File: config.mk
export PLATFORM = sky130hd
export DESIGN_NAME = fpe_ctrl
export DESIGN_NICKNAME = d
export VERILOG_FILES = /design/src/rtl/core/fpe_pkg.sv /design/src/rtl/core/fpe_ctrl.sv
export SDC_FILE = /design/constraint.sdc
export NUM_CORES = 1
export LEC_CHECK = 0
export BUFFER_PORTS_ARGS = -buffer_cell sky130_fd_sc_hd__buf_2
export CELL_PAD_IN_SITES_DETAIL_PLACEMENT = 1
export CELL_PAD_IN_SITES_GLOBAL_PLACEMENT = 1
export CORE_UTILIZATION = 37
export DETAILED_ROUTE_END_ITERATION = 8
export PLACE_DENSITY = 0.79
export SYNTH_ARGS = -nofsm -noshare
export SYNTH_HDL_FRONTEND = slang
export SYNTH_SLANG_ARGS = --single-unit
File: constraint.sdc
create_clock -name aclk -period 2.4 [get_ports aclk]
set_input_delay 0.24 -clock aclk [delete_from_list [all_inputs] [get_ports aclk]]
set_output_delay 0.24 -clock aclk [all_outputs]
set_load 0.01 [all_outputs]
File: src/rtl/core/fpe_pkg.sv
// shared types, constants and helpers for the frustum plane extractor
package fpe_pkg;

    localparam int FRAC_BITS_DEF = 16;
    localparam int ELEM_W        = 32;
    localparam int TERM_W        = ELEM_W + 1;
    localparam int MAG_W         = TERM_W;
    localparam int SQ_W          = 2 * MAG_W;
    localparam int SUM_W         = 68;
    localparam int ROOT_W        = SUM_W / 2;
    localparam int SREM_W        = ROOT_W + 3;
    localparam int DREM_W        = ROOT_W;
    localparam int QUO_W         = 32;
    localparam int SQ_STEPS      = 4;
    localparam int SQRT_STEPS    = ROOT_W;
    localparam int DIV_STEPS     = QUO_W;
    localparam int CNT_W         = 6;
    localparam int NUM_PLANES    = 6;

    localparam logic [2:0] PLANE_LEFT   = 3'd0;
    localparam logic [2:0] PLANE_RIGHT  = 3'd1;
    localparam logic [2:0] PLANE_TOP    = 3'd2;
    localparam logic [2:0] PLANE_BOTTOM = 3'd3;
    localparam logic [2:0] PLANE_NEAR   = 3'd4;
    localparam logic [2:0] PLANE_FAR    = 3'd5;

    typedef struct packed {
        logic signed [ELEM_W-1:0] elem_c1;
        logic signed [ELEM_W-1:0] elem_c2;
        logic signed [ELEM_W-1:0] elem_c3;
        logic signed [ELEM_W-1:0] elem_c4;
    } in_beat_t;

    typedef struct packed {
        logic [2:0]               plane_index;
        logic signed [ELEM_W-1:0] normal_x;
        logic signed [ELEM_W-1:0] normal_y;
        logic signed [ELEM_W-1:0] normal_z;
        logic signed [ELEM_W-1:0] distance;
        logic                     degenerate;
        logic                     last_plane;
    } out_beat_t;

    typedef enum logic [3:0] {
        ST_IDLE,
        ST_TERM,
        ST_SQ,
        ST_ROOT_INIT,
        ST_ROOT,
        ST_DIV_INIT,
        ST_DIV,
        ST_OUT_LOAD,
        ST_OUT
    } state_t;

    typedef struct packed {
        logic       load_row;
        logic       latch_terms;
        logic       sq_step;
        logic [1:0] sq_sel;
        logic       root_init;
        logic       root_step;
        logic       div_init;
        logic       div_step;
        logic       out_load;
        logic       next_plane;
    } cmd_t;

    typedef struct packed {
        logic row_last;
        logic plane_last;
    } stat_t;

    function automatic logic signed [TERM_W-1:0] plane_term(
        input in_beat_t   row,
        input logic [2:0] kind
    );
        logic signed [TERM_W-1:0] c1, c2, c3, c4, res;
        c1 = TERM_W'(row.elem_c1);
        c2 = TERM_W'(row.elem_c2);
        c3 = TERM_W'(row.elem_c3);
        c4 = TERM_W'(row.elem_c4);
        unique case (kind)
            PLANE_LEFT:   res = c4 + c1;
            PLANE_RIGHT:  res = c4 - c1;
            PLANE_TOP:    res = c4 - c2;
            PLANE_BOTTOM: res = c4 + c2;
            PLANE_NEAR:   res = c3;
            default:      res = c4 - c3;
        endcase
        return res;
    endfunction

endpackage

File: src/rtl/core/fpe_ctrl.sv
// sequencer for loading rows and normalizing the six planes
module fpe_ctrl (
    input  logic          aclk,
    input  logic          aresetn,
    input  logic          s_valid,
    output logic          s_ready,
    output logic          m_valid,
    input  logic          m_ready,
    input  fpe_pkg::stat_t stat,
    output fpe_pkg::cmd_t  cmd
);

    fpe_pkg::state_t state_reg, state_next;
    logic [fpe_pkg::CNT_W-1:0] cnt_reg, cnt_next;

    always_ff @(posedge aclk) begin
        if (!aresetn) begin
            state_reg <= fpe_pkg::ST_IDLE;
            cnt_reg   <= '0;
        end else begin
            state_reg <= state_next;
            cnt_reg   <= cnt_next;
        end
    end

    always_comb begin
        state_next = state_reg;
        cnt_next   = cnt_reg + 1'b1;
        unique case (state_reg)
            fpe_pkg::ST_IDLE: begin
                if (s_valid && stat.row_last) begin
                    state_next = fpe_pkg::ST_TERM;
                end
            end
            fpe_pkg::ST_TERM: begin
                state_next = fpe_pkg::ST_SQ;
                cnt_next   = '0;
            end
            fpe_pkg::ST_SQ: begin
                if (cnt_reg == fpe_pkg::CNT_W'(fpe_pkg::SQ_STEPS - 1)) begin
                    state_next = fpe_pkg::ST_ROOT_INIT;
                end
            end
            fpe_pkg::ST_ROOT_INIT: begin
                state_next = fpe_pkg::ST_ROOT;
                cnt_next   = '0;
            end
            fpe_pkg::ST_ROOT: begin
                if (cnt_reg == fpe_pkg::CNT_W'(fpe_pkg::SQRT_STEPS - 1)) begin
                    state_next = fpe_pkg::ST_DIV_INIT;
                end
            end
            fpe_pkg::ST_DIV_INIT: begin
                state_next = fpe_pkg::ST_DIV;
                cnt_next   = '0;
            end
            fpe_pkg::ST_DIV: begin
                if (cnt_reg == fpe_pkg::CNT_W'(fpe_pkg::DIV_STEPS - 1)) begin
                    state_next = fpe_pkg::ST_OUT_LOAD;
                end
            end
            fpe_pkg::ST_OUT_LOAD: begin
                state_next = fpe_pkg::ST_OUT;
            end
            fpe_pkg::ST_OUT: begin
                if (m_ready) begin
                    state_next = stat.plane_last ? fpe_pkg::ST_IDLE : fpe_pkg::ST_TERM;
                end
            end
            default: begin
                state_next = fpe_pkg::ST_IDLE;
            end
        endcase
    end

    always_comb begin
        cmd             = '0;
        cmd.sq_sel      = cnt_reg[1:0];
        s_ready         = 1'b0;
        m_valid         = 1'b0;
        unique case (state_reg)
            fpe_pkg::ST_IDLE: begin
                s_ready      = 1'b1;
                cmd.load_row = s_valid;
            end
            fpe_pkg::ST_TERM:      cmd.latch_terms = 1'b1;
            fpe_pkg::ST_SQ:        cmd.sq_step     = 1'b1;
            fpe_pkg::ST_ROOT_INIT: cmd.root_init   = 1'b1;
            fpe_pkg::ST_ROOT:      cmd.root_step   = 1'b1;
            fpe_pkg::ST_DIV_INIT:  cmd.div_init    = 1'b1;
            fpe_pkg::ST_DIV:       cmd.div_step    = 1'b1;
            fpe_pkg::ST_OUT_LOAD:  cmd.out_load    = 1'b1;
            fpe_pkg::ST_OUT: begin
                m_valid        = 1'b1;
                cmd.next_plane = m_ready;
            end
            default: begin
                cmd = '0;
            end
        endcase
    end

endmodule

==> impl_metrics.json, run 1 <==
{
  "synth-compound-area-share_pct": 9.01,
  "peakVddDrop_mv": 0.264,
  "drcViolationCount": 0,
  "slowest_stage": "dfxtp_1",
  "instances_no_fill": 105,
  "worst_hold_slack_ns": 0.265,
  "crit_path_cell_trace": "nand2b_1 > nor3_1 > buf_2",
  "ctsHoldBuffers": 0,
  "firstDrtPassIters": 4,
  "syn_inst": 69,
  "routed_via_density": 5.35,
  "final_core_util_pct": 47.8,
  "synth_area_um2": 597,
  "slew_viol_final": 0,
  "grt_first_pass_wirelength_mm": 2.37,
  "cts_tree": "built",
  "antenna_found_initial": 0,
  "total_power_w": 0.000557,
  "h-tree-depth": 1,
  "tightestPinTransition_ns": 0.474,
  "area_growth_pct": 20.8,
  "cts_num_sinks": 10,
  "avgSynthCellArea_um2": 8.65,
  "syn_nets": 77,
  "vias": 562,
  "endpoint": "cmd[4]",
  "wl_per_cell_um": 13.0,
  "synth_cell_types": 25,
  "fin_crit_sh_pct": 69.3,
  "final_hold_viol_count": 0,
  "io_buffer_count": 18,
  "path_depth": 3,
  "place_hpwl_mm": 1.01,
  "synth_fa_ha_area_share_pct": 4.19,
  "clock_latency_ns": 0.28,
  "p_leak_nw": 0.362,
  "setup_viol": 0,
  "r2r_slack_ns": 0.88,
  "n_antenna_cell": 0,
  "cp.arrival_ns": 1.42,
  "path_buf_inv": 1,
  "status": "completed",
  "rsz0062_at_grt": "no",
  "die-width_um": 42.2,
  "crit_path_end_kind": "output pin",
  "synth-simple-area-share_pct": 40.9,
  "synth_mux_area_share_pct": 0,
  "overflow": 0,
  "drt_iter0_drc": 6,
  "synth_top_family_by_area": "simple AND/OR/NAND/NOR gates",
  "largest_reg_flops": 6,
  "cpPeakStageDelay_ns": 0.54,
  "drv_cap": 0,
  "grt_max_degree": 12,
  "startpoint_type": "register",
  "hold_class": "input pin to register",
  "synth-xor-area-share_pct": 7.34,
  "fp.coreArea_mm2": 0.00151,
  "rows": 14,
  "yosys.area.top_type_share_pct": 33.5,
  "gp_congestion": 0.722,
  "cp-startpoint": "state_reg[2]",
  "r2r_cells": 5,
  "first_global_vias": 566,
  "start_util_pct": 39.6,
  "min_period_ns": 1.66,
  "power_density_mw_per_mm2": 773,
  "drive_above_1_share_pct": 31.5,
  "cp_top_family": "flip-flops",
  "timing.rr.end": "state_reg[0]",
  "ys_seq_area_share_pct": 33.5,
  "nNetsFinal": 98,
  "critPathMaxFanout": 9,
  "cts-buffers-inserted": 3,
  "fmax_mhz": 602,
  "die_area_mm2": 0.00178,
  "reg2reg_from": "cnt_reg[0]",
  "ys_ff_latch": 10,
  "die_h_um": 42.2,
  "finClkSkew_ns": 0.00336,
  "timing.setup.tns_ns": 0,
  "place_inst": 101,
  "required_ns": 2.16,
  "wl_mm": 1.36,
  "ios": 19,
  "post_cts_buffers": 0,
  "yosysTopAreaCell": "dfxtp_1",
  "cts_root_buffer": "clkbuf_4",
  "ys_top_cells_by_area": "dfxtp_1, nor2_1, nand2_1, xor2_1, and2_1",
  "max_slew_margin_pct": 67.9,
  "critical_path_class": "register to output pin",
  "clockBufferDepth": 2,
  "synth_warnings": 0,
  "cts_resized": 0,
  "path_clk_slew_ns": 0.07,
  "ant_nets": 0,
  "grtUsageTotal_pct": 18.2
}
layout by cell type (no fill, tap or decap), types with 3 or more instances in the layout:
cell type / netlist / routed
nand2_1: 7 / 7
nor3_1: 5 / 5
dfxtp_1: 10 / 10
nand2b_1: 3 / 3
and2_1: 4 / 4
buf_2: 0 / 18
clkbuf_4: 0 / 3
xor2_1: 3 / 3
nor2_1: 12 / 12
worst reg2reg max path, stage by stage, from the launching register on:
cell and delay, ns:
dfxtp_1 0.40, ha_1 0.28, nand2_1 0.09, nor3_1 0.20, o311ai_1 0.16, a2111oi_2 0.30
worst min path at each step:
stage	cells after the start	start	slack (ns)	end
after floorplan	2	aresetn	0.39	state_reg[1]
after global placement	1	cnt_reg[0]	0.46	cnt_reg[0]
after detailed placement	1	cnt_reg[0]	0.47	cnt_reg[0]
after CTS	3	aresetn	0.26	state_reg[1]
after global routing	3	stat[0]	0.28	state_reg[0]
final	3	aresetn	0.27	state_reg[1]
logic make-up after synthesis:
kind of cell	count (synthesis)
and+or+nand+nor	42
AOI/OAI and AO/OA	6
xor gates and xnor gates	5
DFF	10
buffers and inverters	4
adders and majority gates	2
layout make-up:
class,count,area (um2)
sequential,10,200
timing repair buffer,18,90.1
clock buffer,4,36.3
inverter,2,7.51
multi-input combinational,55,367
fill,195,786
tap,16,20.0
where the power goes:
group | switching [W] | leakage [nW] | internal, W
Sequential | 0.0000367 | 0.0814 | 0.000186
Clock | 0.0000690 | 0.0210 | 0.0000924
Combinational | 0.0000911 | 0.260 | 0.0000818
Total | 0.000197 | 0.362 | 0.000361
through the flow:
| stage | instance area, um2 | setup WS [ns] |
|---|---|---|
| after CTS | 721 | 0.748 |
| after detailed placement | 684 | 0.910 |
| final | 721 | 0.738 |
| after floorplan | 597 | 0.959 |
| after global placement | 684 | 0.933 |
| after global routing | 721 | 0.607 |
synthesized netlist by cell type:
cell type,count
nor2_1,12
dfxtp_1,10
nand2_1,7
nor3_1,5
and2_1,4
nand2b_1,3
xor2_1,3
a21oi_1,2
buf_6,2
ha_1,2
inv_1,2
nand3_1,2
nand3b_1,2
xnor2_1,2
a2111oi_2,1
a21o_2,1
and3_1,1
nand2b_2,1
nand4b_4,1
nor3_2,1
nor3_4,1
nor4_1,1
o311ai_1,1
o41a_1,1
or2b_1,1
layer usage:
metal | global-route usage, % | wire length [um] | vias up
met4 | 13.1 | 46 | 0
met3 | 6.03 | 74 | 5
met5 | 0 | 0 | -
met2 | 27.7 | 614 | 17
met1 | 21.1 | 624 | 265
li1 | - | - | 275
(Power assumes the default switching activity.)
==> run 2: changes to the inputs <==
--- a/config.mk
+++ b/config.mk
@@ -5,12 +5,13 @@
 export SDC_FILE = /design/constraint.sdc
 export NUM_CORES = 1
 export LEC_CHECK = 0
+export ABC_AREA = 1
 export BUFFER_PORTS_ARGS = -buffer_cell sky130_fd_sc_hd__buf_2
 export CELL_PAD_IN_SITES_DETAIL_PLACEMENT = 1
 export CELL_PAD_IN_SITES_GLOBAL_PLACEMENT = 1
-export CORE_UTILIZATION = 37
+export CORE_UTILIZATION = 32
 export DETAILED_ROUTE_END_ITERATION = 8
-export PLACE_DENSITY = 0.79
+export PLACE_DENSITY = 0.74
 export SYNTH_ARGS = -nofsm -noshare
 export SYNTH_HDL_FRONTEND = slang
 export SYNTH_SLANG_ARGS = --single-unit
==> constraint.sdc (replaced) <==
create_clock -name aclk -period 1.7 [get_ports aclk]
set_input_delay 0.17 -clock aclk [delete_from_list [all_inputs] [get_ports aclk]]
set_output_delay 0.17 -clock aclk [all_outputs]
set_load 0.01 [all_outputs]
==> run 2 against run 1 <==
Compared with the run above: cell area grew 5.2%; utilization shrank 4.4 points; non-clock buffer count is the same; worst hold slack lost 0.058 ns; register-to-register slack lost 0.45 ns; largest cell class unchanged; clock skew grew 0.0036 ns; critical path type unchanged; sequential power grew 41%; area after synthesis grew 1.9%; cell count grew 31%; count of clock-buffer cells in the layout is the same; synthesized cell count grew 33%.
==> impl_metrics.json, run 2 <==
{
  "peakVddDrop_mv": 0.474,
  "post_cts_buffers": 0,
  "area_growth_pct": 24.7,
  "seqPwrFrac_pct": 37.3,
  "fp.coreArea_mm2": 0.00175,
  "syn_nets": 100,
  "die-width_um": 45.6,
  "synth_cell_types": 19,
  "drt_iter0_drc": 9,
  "power_frac_comb_pct": 36.2,
  "syn_inst": 92,
  "gp_congestion": 0.774,
  "timing.rr.end": "state_reg[0]",
  "cp-startpoint": "state_reg[3]",
  "clock_latency_ns": 0.27,
  "p_leak_nw": 0.415,
  "ys_ff_latch": 10,
  "io_buffer_count": 18,
  "fin_crit_sh_pct": 90.3,
  "finClkSkew_ns": 0.00696,
  "crit_path_end_kind": "output pin",
  "rows": 15,
  "crit_path_cell_trace": "nor2_2 > inv_1 > nor3_1 > buf_2",
  "mostFrequentLayoutCells": "nand2_1, buf_2, inv_1, nor2_1, dfxtp_1",
  "clockBufferDepth": 2,
  "first_global_vias": 581,
  "ant_nets": 0,
  "synth_warnings": 0,
  "r2r_slack_ns": 0.43,
  "yosys.area.top_type_share_pct": 32.9,
  "start_util_pct": 34.8,
  "reg2reg_from": "cnt_reg[0]",
  "required_ns": 1.53,
  "routed_via_density": 4.49,
  "postSynth.asyncResetShare_pct": 0,
  "drcViolationCount": 0,
  "final_hold_viol_count": 0,
  "die_area_mm2": 0.00208,
  "p_int_w": 0.000521,
  "setup_viol": 0,
  "synth_commonest_cells": "nand2_1, inv_1, nor2_1",
  "h-tree-depth": 1,
  "wl_per_cell_um": 10.9,
  "layout_commonest_cell": "nand2_1",
  "slew_viol_final": 0,
  "fmax_mhz": 651,
  "n_antenna_cell": 0,
  "max_slew_margin_pct": 76.9,
  "cts_resized": 0,
  "nNetsFinal": 122,
  "grtUsageTotal_pct": 18.1,
  "power_density_mw_per_mm2": 1110,
  "ys_seq_area_share_pct": 32.9,
  "r2r_cells": 7,
  "synth_most_common_cell": "nand2_1",
  "synth_area_um2": 608,
  "firstDrtPassIters": 4,
  "rsz0062_at_grt": "no",
  "cts_tree": "built",
  "cts_num_sinks": 10,
  "total_power_w": 0.000842,
  "ctsHoldBuffers": 0,
  "yosysTopAreaCell": "dfxtp_1",
  "hold_class": "input pin to register",
  "synth_edf_count": 0,
  "antenna_found_initial": 0,
  "status": "completed",
  "timing.setup.tns_ns": 0,
  "drv_cap": 0,
  "ios": 19,
  "critical_path_class": "register to output pin",
  "wl_mm": 1.51,
  "clkPwrFrac_pct": 26.5,
  "startpoint_type": "register",
  "cts_root_buffer": "clkbuf_4",
  "cts-buffers-inserted": 3,
  "place_hpwl_mm": 1.22,
  "endpoint": "s_ready",
  "grt_max_degree": 9,
  "overflow": 0,
  "critPathMaxFanout": 8,
  "largest_reg_flops": 6,
  "tightestPinTransition_ns": 0.346,
  "cp.arrival_ns": 1.37,
  "min_period_ns": 1.54,
  "avgSynthCellArea_um2": 6.61,
  "p_sw_w": 0.000321,
  "drive_above_1_share_pct": 26.5,
  "synth_ff_type": "dfxtp_1",
  "path_clk_slew_ns": 0.08,
  "die_h_um": 45.6,
  "cpPeakStageDelay_ns": 0.41,
  "grt_first_pass_wirelength_mm": 2.59,
  "vias": 620,
  "slowest_stage": "dfxtp_1",
  "ys_top_cells_by_area": "dfxtp_1, nand2_1, inv_1, nor2_1, nand3_1",
  "swShare_pct": 38.2
}
-- run 2: changes by cell type after synthesis, moves of 2 or more --
cell	change
nand2b_1	-3
nor2_4	+2
nor2_1	+4
buf_6	-2
and2_1	-4
a21oi_1	+2
nand2_1	+13
nor2_2	+3
nand3_1	+5
xnor2_1	-2
nand3b_1	-2
inv_1	+15
nor3_1	-4
-- run 2: power groups by stage --
stage	Clock [W]	Sequential (W)	Combinational, W
floorplan	0	0.000311	0.000214
global placement	0	0.000318	0.000307
detailed placement	0	0.000321	0.000309
CTS	0.000226	0.000315	0.000311
global route	0.000242	0.000320	0.000349
finish	0.000223	0.000314	0.000305
-- run 2: critical path: cells and delay by family (launching register included) --
kind / cells / cell delay (ns)
buffers and inverters: 2 / 0.25
flip-flops: 1 / 0.41
AND/OR/NAND/NOR: 2 / 0.44
-- run 2: kinds of logic after synthesis --
| group | after synthesis | synth area share [%] |
|---|---|---|
| buffers and inverters | 18 | 11.7 |
| xor gates and xnor gates | 2 | 2.88 |
| DFF | 10 | 32.9 |
| and+or+nand+nor | 52 | 39.9 |
| AOI/OAI and AO/OA | 8 | 8.44 |
| adders and majority gates | 2 | 4.11 |
-- run 2: how the worst min path moves through the flow --
stage | start | end | slack [ns] | cells past startpoint
2_1_floorplan | aresetn | state_reg[0] | 0.33 | 2
3_3_place_gp | cnt_reg[0] | cnt_reg[0] | 0.46 | 1
3_5_place_dp | cnt_reg[0] | cnt_reg[0] | 0.49 | 1
4_1_cts | stat[0] | state_reg[0] | 0.21 | 4
5_1_grt | stat[0] | state_reg[0] | 0.23 | 4
6_report | stat[0] | state_reg[0] | 0.21 | 4
-- run 2: routing by layer --
layer	track usage [%]	routed length [um]
met1	23.9	754
met2	27.7	665
met3	3.57	44
met4	9.09	42
met5	0	0
-- run 2: final cells by class --
type                            count  area, um2
Fill cell                         248        987
Inverter                           17       63.8
Timing Repair Buffer               18       90.1
Sequential cell                    10        200
Tap cell                           25       31.3
Clock buffer                        4       36.3
Multi-Input combinational cell     64        337
-- run 2: per-stage QoR --
stage | utilization (%) | cell area [um2] | hold WS, ns | setup WS (ns) | std cells
3_3_place_gp | 41.4 | 722 | 0.464 | 0.444 | 134
3_5_place_dp | 41.4 | 722 | 0.490 | 0.421 | 134
6_report | 43.4 | 758 | 0.208 | 0.164 | 138
4_1_cts | 43.4 | 758 | 0.215 | 0.152 | 138
5_1_grt | 43.4 | 758 | 0.233 | 0.0697 | 138
2_1_floorplan | - | 608 | 0.332 | 0.587 | 92
==> run 3: changes to the inputs <==
--- a/config.mk
+++ b/config.mk
@@ -7,11 +7,10 @@
 export LEC_CHECK = 0
 export ABC_AREA = 1
 export BUFFER_PORTS_ARGS = -buffer_cell sky130_fd_sc_hd__buf_2
-export CELL_PAD_IN_SITES_DETAIL_PLACEMENT = 1
-export CELL_PAD_IN_SITES_GLOBAL_PLACEMENT = 1
-export CORE_UTILIZATION = 32
+export CORE_AREA = 2 2 39 41
 export DETAILED_ROUTE_END_ITERATION = 8
-export PLACE_DENSITY = 0.74
+export DIE_AREA = 0 0 41 43
+export PLACE_DENSITY = 0.73
 export SYNTH_ARGS = -nofsm -noshare
 export SYNTH_HDL_FRONTEND = slang
 export SYNTH_SLANG_ARGS = --single-unit
==> run 3 against run 2 <==
Compared with the run above: non-clock buffer count is the same; combinational power shrank 2%; die area shrank 15%; largest power group unchanged.
==> impl_metrics.json, run 3 (synthesized netlist as in run 2, its figures left out) <==
{
  "status": "completed",
  "instances_no_fill": 129,
  "r2r_cells": 7,
  "drcViolationCount": 0,
  "worst_hold_slack_ns": 0.207,
  "h-tree-depth": 1,
  "routed_via_density": 4.85,
  "seqPwrFrac_pct": 38.0,
  "p_int_w": 0.000521,
  "grt_first_pass_wirelength_mm": 2.00,
  "fin_crit_sh_pct": 87.6,
  "critPathMaxFanout": 8,
  "largest_reg_flops": 6,
  "crit_path_end_kind": "output pin",
  "grtUsageTotal_pct": 16.4,
  "start_util_pct": 43.9,
  "hold_class": "input pin to register",
  "startpoint_type": "register",
  "post_cts_buffers": 0,
  "pre_cts_ws_ns": 0.475,
  "gp_congestion": 0.866,
  "rows": 14,
  "min_period_ns": 1.49,
  "place_hpwl_um": 1000,
  "wl_mm": 1.25,
  "peakVddDrop_mv": 0.576,
  "vias": 626,
  "cts_tree": "built",
  "area_growth_pct": 22.8,
  "stdcell_area_um2": 747,
  "mostFrequentLayoutCells": "nand2_1, buf_2, inv_1, nor2_1, dfxtp_1",
  "layout_commonest_cell": "nand2_1",
  "fin_ws_ns": 0.211,
  "clkPwrFrac_pct": 25.9,
  "timing.rr.end": "state_reg[0]",
  "finClkSkew_ns": 0.00173,
  "ios": 19,
  "drive_above_1_share_pct": 26.5,
  "rsz0062_at_grt": "no",
  "nNetsFinal": 122,
  "min_from": "aresetn",
  "first_global_vias": 523,
  "die_h_um": 43,
  "path_clk_slew_ns": 0.07,
  "critical_path_class": "register to output pin",
  "placed_area_um2": 711,
  "ant_nets": 0,
  "timing.setup.tns_ns": 0,
  "overflow": 0,
  "die-width_um": 41,
  "place_inst": 125,
  "tightestPinTransition_ns": 0.349,
  "p_sw_w": 0.000308,
  "power_frac_comb_pct": 36.0,
  "firstDrtPassIters": 4,
  "n_antenna_cell": 0,
  "reg2reg_from": "cnt_reg[0]",
  "cts-buffers-inserted": 3,
  "die_area_mm2": 0.00176,
  "slew_viol_final": 0,
  "cp.arrival_ns": 1.32,
  "final_hold_viol_count": 0,
  "holdPathStages": 3,
  "ctsHoldBuffers": 0,
  "drt_iter0_drc": 14,
  "p_leak_nw": 0.415,
  "r2r_slack_ns": 0.48,
  "required_ns": 1.53,
  "antenna_found_initial": 0,
  "clockBufferDepth": 2,
  "hold-path-endpoint": "state_reg[0]",
  "io_buffer_count": 18,
  "clock_latency_ns": 0.27,
  "wl_per_cell_um": 9.72,
  "fillers": 149,
  "setup_viol": 0,
  "drv_cap": 0,
  "cts_root_buffer": "clkbuf_4",
  "fmax_mhz": 672,
  "max_slew_margin_pct": 76.7,
  "cts_num_sinks": 10,
  "fp.coreArea_mm2": 0.00138,
  "grt_max_degree": 9,
  "cts_resized": 0,
  "swShare_pct": 37.2,
  "power_density_mw_per_mm2": 1110
}
## run 3: cell counts in the layout (fill, tap and decap cells not counted)
No cell type changed its count.
## run 3: metal layers
layer	routed length, um	global-route usage [%]	vias up	share of wire, %
met5	0	0	-	0
met4	10	10.0	0	0.80
met3	80	1.57	2	6.4
met2	603	25.3	24	48
met1	559	20.9	273	45
li1	-	-	327	-
## run 3: worst max-delay path, stage by stage, from the launching register on
cell,delay (ns)
dfxtp_1,0.53
inv_1,0.09
nor2_2,0.11
nand2_1,0.10
nor2_1,0.09
buf_2,0.13
## run 3: metrics by stage
stage | utilization, % | power, W
finish | 54.0 | 0.000829
global route | 54.0 | 0.000900
CTS | 54.0 | 0.000839
detailed placement | 51.4 | 0.000622
global placement | 51.4 | 0.000617
floorplan | - | 0.000525
## run 3: worst max path at each step
stage                 startpoint  depth (start not counted)  slack [ns]            to
floorplan           state_reg[3]                          4        0.59       s_ready
global placement      cnt_reg[0]                          7        0.50  state_reg[0]
detailed placement    cnt_reg[0]                          7        0.48  state_reg[0]
CTS                 state_reg[3]                          5        0.21        cmd[0]
global route        state_reg[3]                          4        0.09       s_ready
finish              state_reg[3]                          5        0.21        cmd[0]
## run 3: final cells by class
class / instances / area [um2] / share of cell area [%]
clock buffer: 4 / 36.3 / 4.86
inverter: 17 / 63.8 / 8.54
multi-input combinational: 64 / 337 / 45.1
sequential: 10 / 200 / 26.8
tap: 16 / 20.0 / 2.68
timing repair buffer: 18 / 90.1 / 12.1
## run 3: power by group through the flow
stage               clock network [W]  logic (W)  registers [W]
floorplan                           0   0.000214       0.000311
global placement                    0   0.000297       0.000320
detailed placement                  0   0.000301       0.000321
CTS                          0.000219   0.000305       0.000315
global route                 0.000225   0.000352       0.000322
finish                       0.000215   0.000299       0.000315
